File: src/design/assert_macros.svh
// Assertion helpers used by the RTL. Clock is clk, reset is rst_n.
`ifndef ASSERT_MACROS_SVH
`define ASSERT_MACROS_SVH
`ifndef NO_ASSERTIONS
`define ONWM_ASSERT(lbl, prop) \
    lbl: assert property (@(posedge clk) disable iff (!rst_n) (prop)) \
        else $error("assertion failed");
`define ONWM_ASSERT_NEXT(lbl, ante, cons) \
    lbl: assert property (@(posedge clk) disable iff (!rst_n) (ante) |=> (cons)) \
        else $error("assertion failed");
`else
`define ONWM_ASSERT(lbl, prop)
`define ONWM_ASSERT_NEXT(lbl, ante, cons)
`endif
`endif

File: src/design/onwm_pkg.sv
`timescale 1ns / 1ps
package onwm_pkg;
    localparam int MAX_REF_NOTES = 1024;
    localparam int IDX_W = $clog2(MAX_REF_NOTES);
    localparam int FILL_W = $clog2(MAX_REF_NOTES + 1);
    localparam int CORR_FRAC = 12;
    localparam int REF_INDEX_W = 10;

    localparam logic [1:0] CMD_LOAD  = 2'd0;
    localparam logic [1:0] CMD_USER  = 2'd1;
    localparam logic [1:0] CMD_CLEAR = 2'd2;
    localparam logic [1:0] CMD_NONE  = 2'd3;

    localparam logic [2:0] ST_LOADED    = 3'd0;
    localparam logic [2:0] ST_FULL      = 3'd1;
    localparam logic [2:0] ST_MATCHED   = 3'd2;
    localparam logic [2:0] ST_MISSED    = 3'd3;
    localparam logic [2:0] ST_EXHAUSTED = 3'd4;
    localparam logic [2:0] ST_CLEARED   = 3'd5;

    localparam logic [1:0] CFG_WINDOW = 2'd0;
    localparam logic [1:0] CFG_CORR   = 2'd1;
    localparam logic [1:0] CFG_ALIGN  = 2'd2;

    localparam logic signed [39:0] D40_MAX = {1'b0, {39{1'b1}}};
    localparam logic signed [39:0] D40_MIN = {1'b1, {39{1'b0}}};

    typedef struct packed {
        logic [6:0]  pitch;
        logic [3:0]  chan;
        logic [31:0] onset;
    } ref_entry_t;

    typedef struct packed {
        logic clr;
        logic match1;
        logic match2;
        logic miss;
        logic exh;
    } tally_cmd_t;
endpackage

File: src/design/onwm_tally.sv
`timescale 1ns / 1ps
module onwm_tally (
    input  logic                 clk,
    input  logic                 rst_n,
    input  onwm_pkg::tally_cmd_t cmd,
    input  logic signed [39:0]   delta,
    output logic [23:0]          matched_count,
    output logic [23:0]          missed_count,
    output logic [23:0]          exhausted_count,
    output logic signed [39:0]   delta_min,
    output logic signed [39:0]   delta_max,
    output logic signed [47:0]   delta_sum,
    output logic [47:0]          delta_abs_sum
);
    import onwm_pkg::*;

    logic [23:0]        cnt_m_reg, cnt_m_next;
    logic [23:0]        cnt_x_reg, cnt_x_next;
    logic [23:0]        cnt_e_reg, cnt_e_next;
    logic signed [39:0] min_reg, min_next;
    logic signed [39:0] max_reg, max_next;
    logic signed [47:0] sum_reg, sum_next;
    logic [47:0]        abs_reg, abs_next;
    logic signed [48:0] sum_wide;
    logic [48:0]        abs_wide;
    logic [39:0]        mag;

    always_comb
    begin
        cnt_m_next = cnt_m_reg;
        cnt_x_next = cnt_x_reg;
        cnt_e_next = cnt_e_reg;
        min_next   = min_reg;
        max_next   = max_reg;
        sum_next   = sum_reg;
        abs_next   = abs_reg;
        sum_wide   = {sum_reg[47], sum_reg} + 49'(delta);
        mag        = delta[39] ? 40'(-delta) : 40'(delta);
        abs_wide   = {1'b0, abs_reg} + {9'd0, mag};
        if (cmd.clr)
        begin
            cnt_m_next = '0;
            cnt_x_next = '0;
            cnt_e_next = '0;
            min_next   = D40_MAX;
            max_next   = D40_MIN;
            sum_next   = '0;
            abs_next   = '0;
        end
        else
        begin
            // first half of a match: count, sum, minimum
            if (cmd.match1)
            begin
                if (cnt_m_reg != '1)
                begin
                    cnt_m_next = cnt_m_reg + 24'd1;
                end
                if (delta < min_reg)
                begin
                    min_next = delta;
                end
                if (sum_wide[48] != sum_wide[47])
                begin
                    sum_next = sum_wide[48] ? {1'b1, 47'd0} : {1'b0, {47{1'b1}}};
                end
                else
                begin
                    sum_next = sum_wide[47:0];
                end
            end
            // second half: absolute sum, maximum
            if (cmd.match2)
            begin
                if (delta > max_reg)
                begin
                    max_next = delta;
                end
                abs_next = abs_wide[48] ? '1 : abs_wide[47:0];
            end
            if (cmd.miss && cnt_x_reg != '1)
            begin
                cnt_x_next = cnt_x_reg + 24'd1;
            end
            if (cmd.exh && cnt_e_reg != '1)
            begin
                cnt_e_next = cnt_e_reg + 24'd1;
            end
        end
    end

    always_ff @(posedge clk or negedge rst_n)
    begin
        if (!rst_n)
        begin
            cnt_m_reg <= '0;
            cnt_x_reg <= '0;
            cnt_e_reg <= '0;
            min_reg   <= D40_MAX;
            max_reg   <= D40_MIN;
            sum_reg   <= '0;
            abs_reg   <= '0;
        end
        else
        begin
            cnt_m_reg <= cnt_m_next;
            cnt_x_reg <= cnt_x_next;
            cnt_e_reg <= cnt_e_next;
            min_reg   <= min_next;
            max_reg   <= max_next;
            sum_reg   <= sum_next;
            abs_reg   <= abs_next;
        end
    end

    assign matched_count   = cnt_m_reg;
    assign missed_count    = cnt_x_reg;
    assign exhausted_count = cnt_e_reg;
    assign delta_min       = min_reg;
    assign delta_max       = max_reg;
    assign delta_sum       = sum_reg;
    assign delta_abs_sum   = abs_reg;
endmodule

File: config.mk
export PLATFORM = sky130hd
export DESIGN_NAME = onwm_tally
export DESIGN_NICKNAME = d
export VERILOG_FILES = /design/src/design/assert_macros.svh /design/src/design/onwm_pkg.sv /design/src/design/onwm_tally.sv
export SDC_FILE = /design/constraint.sdc
export NUM_CORES = 1
export LEC_CHECK = 0
export BUFFER_PORTS_ARGS = -buffer_cell sky130_fd_sc_hd__buf_2
export CORE_ASPECT_RATIO = 2
export CORE_UTILIZATION = 53
export DETAILED_ROUTE_END_ITERATION = 8
export GPL_TIMING_DRIVEN = 0
export PLACE_DENSITY_LB_ADDON = 0.05
export SETUP_SLACK_MARGIN = 0.05
export SYNTH_ARGS = -nofsm -noshare
export SYNTH_HDL_FRONTEND = slang
export SYNTH_SLANG_ARGS = --single-unit
File: constraint.sdc
create_clock -name clk -period 3.5 [get_ports clk]
set_input_delay 0 -clock clk [delete_from_list [all_inputs] [get_ports clk]]
set_output_delay 0 -clock clk [all_outputs]
set_load 0.005 [all_outputs]
==> results.ini, run 1 <==
[floorplan]
start_util_pct=54.04
dieHeight_microns=266.7
die_w_microns=134.3
dieArea_sq_um=35830
fp-row-count=96
core_region_area_sq_um=34350
pin_count=295

[timing]
worst_pin_slew_ns=1.181
fin_tns_setup_ns=-65.26
fin_skew_ns=0.04213
report.final.slew_viol_count=0
relSlewSlack_pct=20.53
finalSetupViolCount=48
max_clock_freq_ghz=0.2029
finalWorstSetupSlack_ns=-1.430
timing.final.crit_share_pct=140.8
period_minus_slack_ns=4.930
hold_viol_final=0
rsz0062_at_grt=true
hold_ws_ns=0.07387

[layout]
multi_input_area_sq_um=12370
seq_area_sq_um=6257
final_cell_area_sq_um=23550
finalCoreUtilization_pct=68.55
syn_to_final_growth_pct=26.84
final_cell_count_no_fill=2995
n_fill_cell=2884
layout-drive-gt1-share_pct=23.57
fin_nets=2759

[logic_synthesis]
ys_types=67
synthMostInstantiatedCell=nor2_1
postSynthCellCount=2108
yosysTopAreaCell=dfrtp_1
async_flop_share_pct=100.0
yosysSeqAreaShare_pct=33.70
synth_common_cells=nor2_1, dfrtp_1, nand2_1
avgSynthCellArea_sq_um=8.807
synth.net_count=2336
synth_area_sq_um=18570
synth_area_leaders=dfrtp_1, ha_1, dfstp_2
synth_top_area_share_pct=28.04
synth_warnings=0
ys.flop_type=dfrtp_1
ys_seq_elements=248
synth_edf_count=0

[worst_setup_path]
cp.arrival_ns=5.32
cpLargestDelayFamily=simple AND/OR/NAND/NOR gates
cpMostUsedCell=or3_4
cp_cell_sequence=buf_12, clkinv_8, ha_4, or4b_4, or4b_4, nand2b_4, or4_4, or3_4, or3_4, or4_4, o31ai_4, xnor2_1, ha_1, a21o_1, a21oi_4, o311ai_4, a21oi_2, or3_4, clkbuf_16, nand2_8, nor3b_2, nor3_1
reg2reg_slack_ns=-0.45
cp.required_ns=3.89
startpoint_type=input pin
critPathKind=in -> reg
slowest_delay_ns=0.54
path_max_fanout=7
path_buf_inv=3
critical_path.slowest_cell=or4b_4
crit_start=delta[0]
r2r_start=delta_abs_sum[0]
end_kind=flip-flop

[detailed_routing]
ant_nets=0
via_per_inst=6.123
wire_per_inst_microns=22.54
drtIter0Drc=797
vias=18338
dr.pass1.iters=5
drc=0
wl_mm=67.51

[clock_network]
clkTransAtPathRegs_ns=0.07
numClockSinks=248
clk_path_buf_depth=3
cts_tree=yes
cts_max_level=1
cts_buffers=25
root_buffer=clkbuf_16
insertion_delay_ns=0.58

[global_routing]
grt_pass1_vias=18912
antenna_found_initial=4
grt_max_degree=121
overflow=0
grt_pass1_wl_mm=101.5
grt_use_total_pct=36.80

[pwr]
power_density_nw_per_um2=557.3
leakage_uw=0.01161
ir_drop_mv=0.5249

[placed_design]
dp.cells=2845
place_congestion=0.9707
portBuffers=294
dp_hpwl_mm=50.03
dpl_cell_area_sq_um=20820

[job]
maxCapViolCount=0

[outcome]
outcome=finished with violations
violations=setup timing

[worst_hold_path]
min_path_type=in -> reg
hold_start=delta[0]

## per-layer routing
layer	routed length, microns	track usage [%]	up-vias
met5	0	0	-
met4	5577	26.33	0
met3	3541	5.356	248
met2	35280	68.56	641
met1	23120	36.68	8982
li1	-	-	8467
## layout by cell type, fill, tap and decap left out, drive strengths merged, types with 23 or more instances in the layout
master       netlist  final
dlygate4sd3        0     45
a311oi            26     26
ha               179    179
nand2            192    192
nor3              23     23
nor2             257    257
a221o             46     46
dfrtp            208    208
a211oi            27     27
and3              23     23
dfstp             40     40
xnor2            100    100
buf                7    368
nand4             46     46
mux2i             86     86
o21ai             93     93
nand3             40     40
a21oi            118    118
clkbuf            88    113
inv              111    111
a21o              83     83
xor2              76     76
## path summary, 6_finish.rpt
path                                           to  cells after the start
worst max-delay path            delta_abs_sum[43]                     22
worst min-delay path                 delta_sum[0]                      5
worst max register to register  delta_abs_sum[26]                     11
worst min register to register      delta_min[26]                      2
max in group asynchronous           delta_max[30]                      3
min in group asynchronous       delta_abs_sum[29]                      3
## stage by stage
step,setup WS [ns],power (uW)
after floorplan,-1.702,7571
after global placement,-3.200,9256
after detailed placement,-3.202,9377
after CTS,-1.418,12630
after global routing,-1.583,13840
final,-1.430,13120
## registers in the layout, summed over array words and instances (netlist names)
name / cells
delta_abs_sum: 48
delta_sum: 48
delta_max: 40
delta_min: 40
exhausted_count: 24
matched_count: 24
missed_count: 24
## repair_timing
action	CTS	global route
gates cloned	0	6
hold buffers	45	0
pin swaps	44	67
hold endpoints to repair	298	0
buffers inserted	38	21
resized for setup	128	88
setup endpoints to repair	178	183
## area by class of cell
cell class / count / area share, %
multi-input combinational: 1655 / 52.54
sequential: 248 / 26.57
timing repair buffer: 405 / 11.13
clock buffer: 36 / 3.044
tap: 441 / 2.343
buffer: 85 / 1.998
inverter: 111 / 1.876
clock inverter: 10 / 0.4569
antenna: 4 / 0.04251
## worst min-delay path, delay by kind of cell
kind	cells	cell delay [ns]
compound gates	1	0.12
fa+ha+maj	1	0.12
buf+inv	3	0.36
## where the power goes
group          total (uW)  leakage, uW  switching, uW  internal, uW
Clock                2830     0.000401           1260          1570
Sequential           3760      0.00323            438          3320
Combinational        6540      0.00797           3710          2820
## logic make-up (layout without fill, tap and decap cells)
family / count (synthesis) / after routing / synth area share (%)
and+or+nand+nor: 687 / 687 / 17.25
buffers and inverters: 206 / 647 / 4.165
adders and majority gates: 181 / 181 / 12.28
DFF: 248 / 248 / 33.70
muxes: 86 / 86 / 4.637
other: 0 / 4 / 0
xor gates and xnor gates: 176 / 176 / 8.303
AOI/OAI and AO/OA: 524 / 525 / 19.67
No activity file was read; power rests on OpenSTA's default activity.
==> run 2, diff against run 1 <==
--- a/config.mk
+++ b/config.mk
@@ -7,7 +7,7 @@
 export LEC_CHECK = 0
 export BUFFER_PORTS_ARGS = -buffer_cell sky130_fd_sc_hd__buf_2
 export CORE_ASPECT_RATIO = 2
-export CORE_UTILIZATION = 53
+export CORE_UTILIZATION = 26
 export DETAILED_ROUTE_END_ITERATION = 8
 export GPL_TIMING_DRIVEN = 0
 export PLACE_DENSITY_LB_ADDON = 0.05
==> results.ini, run 2 (same netlist as run 1, synthesis figures left out) <==
[global_routing]
grt_pass1_vias=18688  ; -1.2%
gr-usage-met2_pct=41.68  ; -27 points
grt_pass1_wl_mm=118.4  ; +17%
grt_max_degree=103  ; -15%
met3_usage_pct=4.543  ; -0.81 points
antenna_found_initial=0  ; -4
top_usage_layer=met2
overflow=0  ; unchanged
use_met1_pct=22.68  ; -14 points
grt_use_total_pct=22.06  ; -15 points

[clock_network]
insertion_delay_ns=0.61  ; +0.03 ns
cts_tree=yes
cts_max_level=1  ; unchanged
numClockSinks=248  ; unchanged
root_buffer=clkbuf_16
clk_path_buf_depth=3  ; unchanged
clkTransAtPathRegs_ns=0.07  ; about the same
cts_buffers=29  ; +16%

[worst_setup_path]
critPathKind=in -> reg
startpoint_type=input pin
slowest_delay_ns=0.56  ; +0.02 ns
cp_cell_sequence=buf_12, clkinv_8, ha_4, or4b_4, or4b_4, nand2b_4, or4_4, or3_4, or3_4, or4_4, o31ai_4, xnor2_1, ha_1, a21o_1, a21oi_2, nand3_2, nor4_4, buf_4, nor3_4, buf_12, nor3b_2, o211a_1, a2111oi_4
r2r_end=delta_abs_sum[26]
crit_start=delta[0]
reg2reg_slack_ns=-0.37  ; +0.08 ns
path_buf_inv=4  ; +1
end_kind=flip-flop
critical_path.slowest_cell=or4b_4
endpoint=delta_abs_sum[26]
r2r_cells=11  ; unchanged
cp.arrival_ns=5.51  ; +0.19 ns
cpLargestDelayFamily=simple AND/OR/NAND/NOR gates
r2r_start=delta_abs_sum[0]
path_max_fanout=3  ; -4
path_depth=23  ; +4.5%
cp.required_ns=3.94  ; +0.05 ns

[timing]
fin_skew_ns=0.01405  ; -0.02808 ns
rsz0062_at_grt=true
period_minus_slack_ns=5.078  ; +0.1486 ns
report.final.slew_viol_count=0  ; unchanged
timing.final.crit_share_pct=145.1  ; +4.2 points
relSlewSlack_pct=12.25  ; -8.3 points
finalWorstSetupSlack_ns=-1.578  ; -0.1486 ns
hold_viol_final=0  ; unchanged
finalSetupViolCount=48  ; unchanged
fin_tns_setup_ns=-70.74  ; -5.483 ns
max_clock_freq_ghz=0.1969  ; -2.9%
worst_pin_slew_ns=1.316  ; +0.1351 ns

[floorplan]
fp-row-count=138  ; +44%
die_w_microns=191.0  ; +42%
start_util_pct=26.29  ; -28 points
dieArea_sq_um=72540  ; +100%
pin_count=295  ; unchanged
dieHeight_microns=379.9  ; +42%
core_region_area_sq_um=70620  ; +110%

[job]
maxCapViolCount=0  ; unchanged

[placed_design]
place_congestion=0.8931  ; -8.0%
dp_hpwl_mm=62.24  ; +24%
dp_slack_ns=-3.445  ; -0.2425 ns
portBuffers=294  ; unchanged

[layout]
layout_commonest_cell=buf_2
final_cell_mix=buf_2, nor2_1, dfrtp_1
finalCoreUtilization_pct=34.51  ; -34 points
antenna_cells=0  ; -4
fin_nets=2759  ; unchanged
layout-drive-gt1-share_pct=23.82  ; +0.25 points
syn_to_final_growth_pct=31.28

[detailed_routing]
dr.pass1.iters=8  ; +3
wire_per_inst_microns=23.75  ; +5.4%
via_per_inst=5.171  ; -16%
wl_mm=82.26  ; +22%
ant_nets=0  ; unchanged
vias=17906  ; -2.4%
drtIter0Drc=608  ; -24%
drc=0  ; unchanged

[pwr]
power.total_uw=13740  ; +4.7%
leakage_uw=0.01174  ; +1.2%
power_density_nw_per_um2=563.7  ; +1.1%
ir_drop_mv=0.3551  ; -32%

[outcome]
violations=setup timing
outcome=finished with violations

[worst_hold_path]
min_path_type=in -> reg

[run 2: worst min-delay path by stage]
| stage | startpoint | to | slack, ns | cells past startpoint |
|---|---|---|---|---|
| floorplan | rst_n | delta_abs_sum[0] | -0.30 | 0 |
| global placement | delta[27] | delta_min[27] | 0.36 | 3 |
| detailed placement | rst_n | exhausted_count[8] | -0.03 | 1 |
| CTS | delta[1] | delta_max[1] | 0.02 | 5 |
| global route | delta[1] | delta_max[1] | 0.06 | 5 |
| finish | delta[1] | delta_max[1] | 0.06 | 5 |
[run 2: timing repair]
item / CTS / global route
pin swaps: 47 / 67
hold buffers: 46 / 0
cloned: 1 / 6
endpoints found under the setup margin: 188 / 130
buffers inserted: 38 / 14
resized for setup: 146 / 87
endpoints found under the hold margin: 305 / 0
[run 2: per-stage QoR]
stage / cell area (sq um) / hold slack [ns] / cells
floorplan: 18730 / -0.2956 / 2108
global placement: 21340 / 0.3572 / 3312
detailed placement: 21410 / -0.02866 / 3314
CTS: 23810 / 0.01924 / 3445
global route: 24370 / 0.05871 / 3463
finish: 24370 / 0.05513 / 3463
[run 2: worst min-delay path, delay by kind of cell]
family                 cells  cell delay [ns]
and+or+nand+nor            1             0.08
buffers and inverters      3             0.47
muxes                      1             0.06
[run 2: final cells by class]
| cell class | instances | area, sq um |
|---|---|---|
| buffer | 86 | 518.0 |
| clock inverter | 9 | 120.1 |
| clock buffer | 44 | 852.1 |
| multi-input combinational | 1655 | 12380 |
| fill | 7436 | 46250 |
| timing repair buffer | 400 | 2663 |
| tap | 910 | 1139 |
| inverter | 111 | 441.7 |
| sequential | 248 | 6257 |
[run 2: routing by layer]
layer / share of wire (%) / wire length [microns]
met5: 0 / 0
met1: 36 / 29850
met3: 5.5 / 4515
met2: 53 / 43980
met4: 4.8 / 3912
[run 2: where the power goes]
group          switching [uW]  internal, uW  total, uW
registers                 446          3320       3770
clock network            1410          1890       3300
logic                    3870          2800       6670
total                    5730          8010      13700
